==> src/hw/rtl/gn3_pkg.sv <==
// ----------------------------------------------------------------------------
// gn3_pkg: shared constants and table for the 3d gradient noise block
// permutation table, widths
// ----------------------------------------------------------------------------
package gn3_pkg;

  localparam int unsigned FracBitsDef    = 16;
  localparam int unsigned LatticeBitsDef = 8;
  localparam int unsigned CoordW         = 24;
  localparam int unsigned OutW           = 18;
  localparam int unsigned OutFrac        = 16;
  localparam int unsigned QueueDepth     = 4;

  function automatic logic [7:0] perm(input logic [7:0] i);
    logic [7:0] r;
    unique case (i)
      8'd0: r = 8'd151; 8'd1: r = 8'd160; 8'd2: r = 8'd137; 8'd3: r = 8'd91;
      8'd4: r = 8'd90; 8'd5: r = 8'd15; 8'd6: r = 8'd131; 8'd7: r = 8'd13;
      8'd8: r = 8'd201; 8'd9: r = 8'd95; 8'd10: r = 8'd96; 8'd11: r = 8'd53;
      8'd12: r = 8'd194; 8'd13: r = 8'd233; 8'd14: r = 8'd7; 8'd15: r = 8'd225;
      8'd16: r = 8'd140; 8'd17: r = 8'd36; 8'd18: r = 8'd103; 8'd19: r = 8'd30;
      8'd20: r = 8'd69; 8'd21: r = 8'd142; 8'd22: r = 8'd8; 8'd23: r = 8'd99;
      8'd24: r = 8'd37; 8'd25: r = 8'd240; 8'd26: r = 8'd21; 8'd27: r = 8'd10;
      8'd28: r = 8'd23; 8'd29: r = 8'd190; 8'd30: r = 8'd6; 8'd31: r = 8'd148;
      8'd32: r = 8'd247; 8'd33: r = 8'd120; 8'd34: r = 8'd234; 8'd35: r = 8'd75;
      8'd36: r = 8'd0; 8'd37: r = 8'd26; 8'd38: r = 8'd197; 8'd39: r = 8'd62;
      8'd40: r = 8'd94; 8'd41: r = 8'd252; 8'd42: r = 8'd219; 8'd43: r = 8'd203;
      8'd44: r = 8'd117; 8'd45: r = 8'd35; 8'd46: r = 8'd11; 8'd47: r = 8'd32;
      8'd48: r = 8'd57; 8'd49: r = 8'd177; 8'd50: r = 8'd33; 8'd51: r = 8'd88;
      8'd52: r = 8'd237; 8'd53: r = 8'd149; 8'd54: r = 8'd56; 8'd55: r = 8'd87;
      8'd56: r = 8'd174; 8'd57: r = 8'd20; 8'd58: r = 8'd125; 8'd59: r = 8'd136;
      8'd60: r = 8'd171; 8'd61: r = 8'd168; 8'd62: r = 8'd68; 8'd63: r = 8'd175;
      8'd64: r = 8'd74; 8'd65: r = 8'd165; 8'd66: r = 8'd71; 8'd67: r = 8'd134;
      8'd68: r = 8'd139; 8'd69: r = 8'd48; 8'd70: r = 8'd27; 8'd71: r = 8'd166;
      8'd72: r = 8'd77; 8'd73: r = 8'd146; 8'd74: r = 8'd158; 8'd75: r = 8'd231;
      8'd76: r = 8'd83; 8'd77: r = 8'd111; 8'd78: r = 8'd229; 8'd79: r = 8'd122;
      8'd80: r = 8'd60; 8'd81: r = 8'd211; 8'd82: r = 8'd133; 8'd83: r = 8'd230;
      8'd84: r = 8'd220; 8'd85: r = 8'd105; 8'd86: r = 8'd92; 8'd87: r = 8'd41;
      8'd88: r = 8'd55; 8'd89: r = 8'd46; 8'd90: r = 8'd245; 8'd91: r = 8'd40;
      8'd92: r = 8'd244; 8'd93: r = 8'd102; 8'd94: r = 8'd143; 8'd95: r = 8'd54;
      8'd96: r = 8'd65; 8'd97: r = 8'd25; 8'd98: r = 8'd63; 8'd99: r = 8'd161;
      8'd100: r = 8'd1; 8'd101: r = 8'd216; 8'd102: r = 8'd80; 8'd103: r = 8'd73;
      8'd104: r = 8'd209; 8'd105: r = 8'd76; 8'd106: r = 8'd132; 8'd107: r = 8'd187;
      8'd108: r = 8'd208; 8'd109: r = 8'd89; 8'd110: r = 8'd18; 8'd111: r = 8'd169;
      8'd112: r = 8'd200; 8'd113: r = 8'd196; 8'd114: r = 8'd135; 8'd115: r = 8'd130;
      8'd116: r = 8'd116; 8'd117: r = 8'd188; 8'd118: r = 8'd159; 8'd119: r = 8'd86;
      8'd120: r = 8'd164; 8'd121: r = 8'd100; 8'd122: r = 8'd109; 8'd123: r = 8'd198;
      8'd124: r = 8'd173; 8'd125: r = 8'd186; 8'd126: r = 8'd3; 8'd127: r = 8'd64;
      8'd128: r = 8'd52; 8'd129: r = 8'd217; 8'd130: r = 8'd226; 8'd131: r = 8'd250;
      8'd132: r = 8'd124; 8'd133: r = 8'd123; 8'd134: r = 8'd5; 8'd135: r = 8'd202;
      8'd136: r = 8'd38; 8'd137: r = 8'd147; 8'd138: r = 8'd118; 8'd139: r = 8'd126;
      8'd140: r = 8'd255; 8'd141: r = 8'd82; 8'd142: r = 8'd85; 8'd143: r = 8'd212;
      8'd144: r = 8'd207; 8'd145: r = 8'd206; 8'd146: r = 8'd59; 8'd147: r = 8'd227;
      8'd148: r = 8'd47; 8'd149: r = 8'd16; 8'd150: r = 8'd58; 8'd151: r = 8'd17;
      8'd152: r = 8'd182; 8'd153: r = 8'd189; 8'd154: r = 8'd28; 8'd155: r = 8'd42;
      8'd156: r = 8'd223; 8'd157: r = 8'd183; 8'd158: r = 8'd170; 8'd159: r = 8'd213;
      8'd160: r = 8'd119; 8'd161: r = 8'd248; 8'd162: r = 8'd152; 8'd163: r = 8'd2;
      8'd164: r = 8'd44; 8'd165: r = 8'd154; 8'd166: r = 8'd163; 8'd167: r = 8'd70;
      8'd168: r = 8'd221; 8'd169: r = 8'd153; 8'd170: r = 8'd101; 8'd171: r = 8'd155;
      8'd172: r = 8'd167; 8'd173: r = 8'd43; 8'd174: r = 8'd172; 8'd175: r = 8'd9;
      8'd176: r = 8'd129; 8'd177: r = 8'd22; 8'd178: r = 8'd39; 8'd179: r = 8'd253;
      8'd180: r = 8'd19; 8'd181: r = 8'd98; 8'd182: r = 8'd108; 8'd183: r = 8'd110;
      8'd184: r = 8'd79; 8'd185: r = 8'd113; 8'd186: r = 8'd224; 8'd187: r = 8'd232;
      8'd188: r = 8'd178; 8'd189: r = 8'd185; 8'd190: r = 8'd112; 8'd191: r = 8'd104;
      8'd192: r = 8'd218; 8'd193: r = 8'd246; 8'd194: r = 8'd97; 8'd195: r = 8'd228;
      8'd196: r = 8'd251; 8'd197: r = 8'd34; 8'd198: r = 8'd242; 8'd199: r = 8'd193;
      8'd200: r = 8'd238; 8'd201: r = 8'd210; 8'd202: r = 8'd144; 8'd203: r = 8'd12;
      8'd204: r = 8'd191; 8'd205: r = 8'd179; 8'd206: r = 8'd162; 8'd207: r = 8'd241;
      8'd208: r = 8'd81; 8'd209: r = 8'd51; 8'd210: r = 8'd145; 8'd211: r = 8'd235;
      8'd212: r = 8'd249; 8'd213: r = 8'd14; 8'd214: r = 8'd239; 8'd215: r = 8'd107;
      8'd216: r = 8'd49; 8'd217: r = 8'd192; 8'd218: r = 8'd214; 8'd219: r = 8'd31;
      8'd220: r = 8'd181; 8'd221: r = 8'd199; 8'd222: r = 8'd106; 8'd223: r = 8'd157;
      8'd224: r = 8'd184; 8'd225: r = 8'd84; 8'd226: r = 8'd204; 8'd227: r = 8'd176;
      8'd228: r = 8'd115; 8'd229: r = 8'd121; 8'd230: r = 8'd50; 8'd231: r = 8'd45;
      8'd232: r = 8'd127; 8'd233: r = 8'd4; 8'd234: r = 8'd150; 8'd235: r = 8'd254;
      8'd236: r = 8'd138; 8'd237: r = 8'd236; 8'd238: r = 8'd205; 8'd239: r = 8'd93;
      8'd240: r = 8'd222; 8'd241: r = 8'd114; 8'd242: r = 8'd67; 8'd243: r = 8'd29;
      8'd244: r = 8'd24; 8'd245: r = 8'd72; 8'd246: r = 8'd243; 8'd247: r = 8'd141;
      8'd248: r = 8'd128; 8'd249: r = 8'd195; 8'd250: r = 8'd78; 8'd251: r = 8'd66;
      8'd252: r = 8'd215; 8'd253: r = 8'd61; 8'd254: r = 8'd156; 8'd255: r = 8'd180;
      default: r = 8'd0;
    endcase
    return r;
  endfunction

endpackage

==> src/hw/rtl/gn3_queue.sv <==
// ----------------------------------------------------------------------------
// gn3_queue: small fifo between hash front end and arithmetic back end
// ----------------------------------------------------------------------------
module gn3_queue import gn3_pkg::*; #(
  parameter int unsigned W     = 8,
  parameter int unsigned DEPTH = QueueDepth
) (
  input  logic         clk,
  input  logic         rst_n,
  input  logic         wr_valid,
  output logic         wr_stall,
  input  logic [W-1:0] wr_data,
  output logic         rd_valid,
  input  logic         rd_stall,
  output logic [W-1:0] rd_data
);

  localparam int unsigned AW = (DEPTH > 1) ? $clog2(DEPTH) : 1;

  logic [W-1:0]  mem [DEPTH];
  logic [AW-1:0] wp_r, rp_r;
  logic [AW:0]   cnt_r;
  logic          wr, rd;

  assign wr_stall = (cnt_r == (AW+1)'(DEPTH));
  assign rd_valid = (cnt_r != '0);
  assign wr       = wr_valid && !wr_stall;
  assign rd       = rd_valid && !rd_stall;
  assign rd_data  = mem[rp_r];

  always_ff @(posedge clk) begin
    if (!rst_n) begin
      wp_r  <= '0;
      rp_r  <= '0;
      cnt_r <= '0;
    end else begin
      if (wr) wp_r <= (wp_r == AW'(DEPTH-1)) ? '0 : wp_r + AW'(1);
      if (rd) rp_r <= (rp_r == AW'(DEPTH-1)) ? '0 : rp_r + AW'(1);
      cnt_r <= cnt_r + (AW+1)'(wr) - (AW+1)'(rd);
    end
  end

  always_ff @(posedge clk) begin
    if (wr) mem[wp_r] <= wr_data;
  end

endmodule

==> config.mk <==
export PLATFORM = sky130hd
export DESIGN_NAME = gn3_queue
export DESIGN_NICKNAME = d
export VERILOG_FILES = /design/src/hw/rtl/gn3_pkg.sv /design/src/hw/rtl/gn3_queue.sv
export SDC_FILE = /design/constraint.sdc
export NUM_CORES = 1
export LEC_CHECK = 0
export ABC_AREA = 1
export BUFFER_PORTS_ARGS = -buffer_cell sky130_fd_sc_hd__buf_2
export CAP_MARGIN = 0
export CORE_UTILIZATION = 42
export DETAILED_ROUTE_END_ITERATION = 6
export GPL_ROUTABILITY_DRIVEN = 0
export PLACE_DENSITY = 0.65
export SYNTH_ARGS = -nofsm -noshare
export SYNTH_HDL_FRONTEND = slang
export SYNTH_SLANG_ARGS = --single-unit
export TNS_END_PERCENT = 5
==> constraint.sdc <==
create_clock -name clk -period 3.35 [get_ports clk]
set_input_delay 0.335 -clock clk [delete_from_list [all_inputs] [get_ports clk]]
set_output_delay 0.335 -clock clk [all_outputs]
set_load 0.005 [all_outputs]
# After elaboration in Yosys (flattened, before gate mapping)
# Memories as Yosys holds them, arrays and structs flattened. A register that Yosys moved wholly into a read port is not among the register bits.
# Cells that the tools add are included.
# totals
elab_cells,22
output_inout_bits,10
in_bits,12
ff_bits,7
mem_count,1
ram_bits,32
# mem_list
name,words,width,rd,rd_ports_with_merged_regs,write_ports,line,rtl
mem,4,8,1,1,1,gn3_queue.sv:20,logic [W-1:0] mem [DEPTH];
# op_classes
n_addsub,4
n_eq_ne,3
muxes,6
reduce_logical,5
# op_table
cell,n
$mux W2,4
$add A2 B1 Y2 const B,2
$eq A2 B2 Y1 const B,2
$add A3 B1 Y3,1
$eq A3 B3 Y1 const B,1
$reduce_bool A3 Y1,1
$sub A3 B1 Y3,1
$logic_and A1 B1 Y1,2
$logic_not A1 Y1,2
$mux W1,2

# Logic depth before layout (Yosys ltp)
# Gate-level depths: netlist (run 1).
# logic_depth
depth_word,5
ltp_mapped,11
depth_no_buf,11

# Least setup slack after synthesis (run 1)
# No wires, ideal clock.
# synth_path
path_kind,register -> register
from,register cnt_r[1]
to,register cnt_r[2]
required_ps,3237
synth_period_minus_slack_ps,1753
slack_ps,1597
arrival_time_ps,1640
path_stages_with_launch,11
path_cell_list,dfxtp_1 > nor2_2 > nand2_2 > nand2_4 > ha_1 > inv_1 > ha_1 > inv_1 > fa_1 > nor2_1 > nor2_1
# synth_via
elab_chain_cells,5
# synth_rtl
item,line,rtl
from (decl),gn3_queue.sv:22,logic [AW:0] cnt_r;
from (signal assigned),gn3_queue.sv:39,cnt_r <= cnt_r + (AW+1)'(wr) - (AW+1)'(rd);
$eq A3 B3 Y1,gn3_queue.sv:25,assign wr_stall = (cnt_r == (AW+1)'(DEPTH));
$logic_not A1 Y1,gn3_queue.sv:27,assign wr = wr_valid && !wr_stall;
$logic_and A1 B1 Y1,gn3_queue.sv:27,
$add A3 B1 Y3,gn3_queue.sv:39,
$sub A3 B1 Y3 *,gn3_queue.sv:39,
# Mark *: on every way between the ends. The rest lies on a longest branch, timed or not.
# A chain may end at the register's enable or synchronous reset.

==> reports/metrics.yaml, run 1 <==
status: "complete, no violations"
relSlewSlack_pct: 43.7
holdPathEnd: "mem[1][0]$_DFFE_PP_"
cts_sinks: 41
syn_area_per_cell_um2: 12.1
firstDrtPassIters: 4
power_w: 0.00141
timing.rr.end: "cnt_r[2]$_SDFF_PN0_"
slowest_delay_ps: 730
diodes: 0
die_w_um: 65.5
top_usage_layer: "met2"
syn_area_um2: 1690
drive_gt1_share_pct: 22.8
drtIter0Drc: 63
cellLeakagePower_nw: 0.768
grt_pass1_vias: 1027
critPathLaunchType: "flip-flop"
antenna_found_initial: 0
root_buffer: "clkbuf_8"
synth_cell_types: 22
rr_worst_depth: 10
num_rows: 22
tightestPinTransition_ps: 842
drtAntennaViolNets: 0
vias: 1076
worstSetupPathType: "reg2out"
tns_ps: 0
finalSetupViolations: 0
hold_viol: 0
drv_slew: 0
synthCells: 140
power.switching_w: 0.000464
nets: 186
grt_overflow_total: 0
area_growth_pct: 13.5
portBuffers: 21
clock_skew_ps: 6.96
p_per_area_nw_per_um2: 734
holdPathStages: 1
crit_fanout: 17
swShare_pct: 32.9
postRouteWirelength_um: 2880
ys_seq_elements: 41
hpwl_um: 1920
grt_max_degree: 18
core_area_um2: 3770
worst_slack_ps: 1230
required_ps: 3010
clockPowerShare_pct: 21.8
via_per_inst: 5.00
cap_violations: 0
hp-start: "wr_data[0]"
arrival_ps: 1780
fp.dieH_um: 65.5
rsz0062_at_grt: "no"
clk_pin_slew_worst_paths_ps: 80
seq_area_frac_synth_pct: 67.5
die_area_um2: 4290
drc: 0
postCtsSetupBuffers: 0
cts_buffer_depth: 2
clock_latency_ps: 300
r2r_setup_slack_ps: 1470
p_seq_share_pct: 49.9
synth_fp_nets: 160
r2r_start: "cnt_r[1]$_SDFF_PN0_"
start_util_pct: 44.9
post-route-period-util_pct: 63.3
postCtsHoldBufs: 0
internal-power_w: 0.000946
cp-end-kind: "output pin"
grt.met1_usage_pct: 18.1
h-tree-depth: 2
track_usage_pct: 16.2
synthFlopType: "edfxtp_1"
cts_tree: "built"
utilization_pct: 50.9
crit_chain: "inv_2 > o21ai_0 > o22ai_1 > buf_2"
synth-edff-count: 32
grt.met2_usage_pct: 27.1
vdd_drop_max_mv: 0.313
dp_worst_setup_slack_ps: 1480
gr-usage-met3_pct: 6.08
grt_first_pass_wirelength_um: 4820
min_path_type: "in2reg"
cts_resized: 0
ys_warn_count: 0
crit_slowest_cell: "dfxtp_1"
cts_buffers: 5
period_minus_slack_ps: 2120
async_reset_ff_share_pct: 0
wire_per_inst_um: 13.4
max_freq_ghz: 0.472
ioPinCount: 22
combPwrFrac_pct: 28.4
==> synth_stat cells (2+ instances only) <==
master	instances	share of area (%)
buf_6	2	1.3
dfxtp_1	9	11
edfxtp_1	32	57
ha_1	7	5.2
inv_1	14	3.1
nand2_1	9	2.0
nand3b_1	2	0.89
nor2_1	31	6.9
o21ai_0	12	3.6
o21ai_2	3	1.6
o22ai_1	8	3.0
==> flip-flops by register name, summed over array words and instances, names as in the netlist, named ones only <==
register,cells
cnt_r,3
mem,32
rp_r,2
wp_r,2
==> kinds of logic after synthesis <==
group / count (synthesis) / synth area share, %
xor+xnor: 1 / 0.518
compound gates: 26 / 9.17
simple gates: 47 / 11.8
fa+ha+maj: 8 / 6.36
flops: 41 / 67.5
buf+inv: 17 / 4.66
==> placed cells by master (no fill, tap or decap), types with 2 or more instances in the layout <==
master / instances
clkbuf_8: 5
edfxtp_1: 32
o21ai_2: 3
clkinv_2: 2
nor2_1: 31
nand2_1: 9
nand3b_1: 2
inv_1: 14
ha_1: 7
dfxtp_1: 9
o22ai_1: 8
o21ai_0: 12
buf_2: 21
==> through the flow <==
stage                     instances  hold slack (ps)  cell area [um2]
after global placement          207              497             1830
after detailed placement        207              514             1830
after global routing            215              237             1920
after floorplan                 140              433             1690
after CTS                       215              239             1920
final                           215              248             1920
==> power groups by stage <==
stage	clock, W	sequential, W	combinational (W)
floorplan	0	0.000684	0.000294
global placement	0	0.000710	0.000391
detailed placement	0	0.000717	0.000406
CTS	0.000316	0.000707	0.000408
global route	0.000342	0.000717	0.000465
finish	0.000307	0.000703	0.000400
==> worst max-delay path: cells and delay by family (launching register included) <==
kind | cells | cell delay [ps]
compound gates | 2 | 340
flops | 1 | 730
buf+inv | 2 | 420
==> area by class of cell <==
type	instances	area, um2
fillers	341	1850
flip-flops and latches	41	1140
multi-input cells	82	472
repair buffers	21	105
clock buffers	5	68.8
well taps	48	60.1
inverters	15	56.3
clock inverters	3	17.5
==> worst max path at each step <==
stage | startpoint | to | slack, ps | cells after the start
after CTS | flip-flop | rd_data[3] | 1170 | 4
after floorplan | cnt_r[1]$_SDFF_PN0_ | cnt_r[2]$_SDFF_PN0_ | 1600 | 10
after detailed placement | cnt_r[1]$_SDFF_PN0_ | cnt_r[2]$_SDFF_PN0_ | 1480 | 10
after global routing | flip-flop | rd_data[0] | 1040 | 4
after global placement | cnt_r[1]$_SDFF_PN0_ | cnt_r[2]$_SDFF_PN0_ | 1550 | 10
final | flip-flop | rd_data[3] | 1230 | 4
==> metal layers <==
layer / share of wire (%) / wire length, um
met3: 5.7 / 165
met1: 42 / 1220
met5: 0 / 0
met2: 50 / 1430
met4: 2.2 / 63
Power figures use the tool's default switching activity.
==> run 2, diff against run 1 <==
- ABC_AREA: 1 -> 0
- clock period: 3.35 -> 2.1 ns (I/O delays scaled with it)
==> reports/metrics.yaml, run 2 <==
status: "finished, violations left"
post-route-period-util_pct: 103
clk_pin_slew_worst_paths_ps: 70
cellLeakagePower_nw: 0.745
hold_viol: 0
finalSetupViolations: 1
cts_sinks: 41
area_growth_pct: 21.7
synth_area_leaders: "edfxtp_1, dfxtp_1, mux4_2"
dp_worst_setup_slack_ps: -102
portBuffers: 21
num_rows: 22
mostFrequentLayoutCell: "edfxtp_1"
crit_fanout: 3
worstSetupPathType: "reg2reg"
min_path_type: "in2reg"
synth_cell_types: 18
layout_common_cells: "edfxtp_1, buf_2, buf_4"
cts_tree: "built"
cp-end-kind: "flip-flop"
critPathLaunchType: "flip-flop"
postCtsHoldBufs: 0
syn_area_um2: 1650
yosys-top-cells-count: "edfxtp_1, dfxtp_1, mux4_2, nand2_1, ha_1"
drc: 0
grt_overflow_total: 0
postRouteWirelength_um: 2480
crit_slowest_cell: "fa_2"
yosys.area.top_type: "edfxtp_1"
violations: "setup timing"
power.switching_w: 0.000626
wire_per_inst_um: 14.1
synth_fp_nets: 113
clock_latency_ps: 270
ioPinCount: 22
swShare_pct: 27.2
drv_slew: 0
period_minus_slack_ps: 2160
die_w_um: 64.6
crit_chain: "buf_4 > nor3b_4 > nor2b_2 > inv_2 > ha_4 > inv_4 > ha_4 > inv_2 > fa_2 > xnor2_2 > xnor2_1 > and2_1"
ys_warn_count: 0
vias: 845
async_reset_ff_share_pct: 0
whs_ps: 147
core_area_um2: 3720
synth_top_area_share_pct: 58.3
via_per_inst: 4.80
cts_buffer_depth: 2
grt.met2_usage_pct: 23.6
diodes: 0
grt_max_degree: 14
drtIter0Drc: 23
fp.dieH_um: 64.6
nets: 147
start_util_pct: 44.3
hpwl_um: 1720
worst_slack_ps: -57.4
synth-edff-count: 32
firstDrtPassIters: 4
largestRegisters: "mem (32), cnt_r (3)"
grt_pass1_vias: 890
top_register: "mem"
h-tree-depth: 2
combPwrFrac_pct: 33.3
p_seq_share_pct: 46.3
ys_seq_elements: 41
required_ps: 2270
max_freq_ghz: 0.464
rsz0062_at_grt: "yes"
seq_area_frac_synth_pct: 69.2
synthCells: 93
die_area_um2: 4180
root_buffer: "clkbuf_8"
syn_area_per_cell_um2: 17.7
relSlewSlack_pct: 70.1
utilization_pct: 54.0
grt_first_pass_wirelength_um: 4040
p_per_area_nw_per_um2: 1150
clockPowerShare_pct: 20.5
yosysMostFrequentCell: "edfxtp_1"
top_usage_layer: "met2"
gr-usage-met3_pct: 3.70
slowest_delay_ps: 370
synthFlopType: "edfxtp_1"
internal-power_w: 0.00168
drtAntennaViolNets: 0
cts_buffers: 5
arrival_ps: 2330
track_usage_pct: 13.4
antenna_found_initial: 0
drive_gt1_share_pct: 46.9
grt.met1_usage_pct: 15.8
tightestPinTransition_ps: 449
clock_skew_ps: 2.22
cap_violations: 0
vdd_drop_max_mv: 0.613
largest_reg_flops: 32
run 2: cell count changes in the layout (fill, tap and decap cells not counted), moves of 3 or more:
cell,previous run,this run
buf_4,0,10
o22ai_1,8,0
inv_1,14,2
mux2i_1,0,4
nor2_1,31,2
o21ai_2,3,0
o21ai_0,12,0
and2_1,0,6
mux4_2,0,8
run 2: logic make-up after synthesis:
kind of cell | synth area share, %
buffers and inverters | 2.20
DFF | 69.2
adders and majority gates | 6.53
muxes | 13.4
and+or+nand+nor | 7.59
xor gates and xnor gates | 1.06
run 2: through the flow:
stage | cell area, um2 | setup TNS, ps | total power [W] | instances
after global routing | 2010 | -132 | 0.00245 | 176
after detailed placement | 1840 | -102 | 0.00173 | 163
after CTS | 1980 | -90.3 | 0.00228 | 174
after global placement | 1840 | -9.96 | 0.00169 | 163
after floorplan | 1650 | -62.0 | 0.00149 | 93
final | 2010 | -57.4 | 0.00230 | 176
run 2: layout make-up:
class	count	area, um2
tap	48	60.1
timing repair buffer	31	180
multi-input combinational	43	514
clock inverter	3	17.5
fill	300	1710
clock buffer	5	68.8
inverter	5	21.3
sequential	41	1140
run 2: final timing paths:
path / startpoint / to / slack (ps) / cells after the start
setup reg to reg: cnt_r[1]$_SDFF_PN0_ / cnt_r[2]$_SDFF_PN0_ / -60 / 12
setup / recovery: cnt_r[1]$_SDFF_PN0_ / cnt_r[2]$_SDFF_PN0_ / -60 / 12
hold / removal: wr_data[7] / mem[3][7]$_DFFE_PP_ / 150 / 1
hold reg to reg: wp_r[1]$_SDFFE_PN0P_ / wp_r[1]$_SDFFE_PN0P_ / 500 / 2
run 2: power groups by stage:
| stage | registers (W) | clock network [W] | logic [W] |
|---|---|---|---|
| after floorplan | 0.00107 | 0 | 0.000423 |
| after global placement | 0.00107 | 0 | 0.000618 |
| after detailed placement | 0.00108 | 0 | 0.000645 |
| after CTS | 0.00107 | 0.000484 | 0.000733 |
| after global routing | 0.00108 | 0.000515 | 0.000852 |
| final | 0.00107 | 0.000471 | 0.000766 |
run 2: per-layer routing:
layer / part of all wire (%) / routed length, um / up-vias
met1: 42 / 1050 / 424
li1: - / - / 406
met5: 0 / 0 / -
met4: 0.73 / 18 / 0
met2: 54 / 1340 / 13
met3: 3.1 / 76 / 2
run 2: critical path, delay by kind of cell (launching register included):
| family | cells | cell delay [ps] |
|---|---|---|
| flip-flops | 1 | 330 |
| AND/OR/NAND/NOR | 3 | 450 |
| adder cells (fa/ha/maj) | 3 | 690 |
| buffers and inverters | 4 | 310 |
| XOR/XNOR | 2 | 270 |
run 2: what timing repair did:
| action | CTS | global route |
|---|---|---|
| resized for setup | 7 | 4 |
| buffers inserted | 3 | 2 |
| pin swaps | 7 | 6 |
| setup endpoints to repair | 1 | 1 |
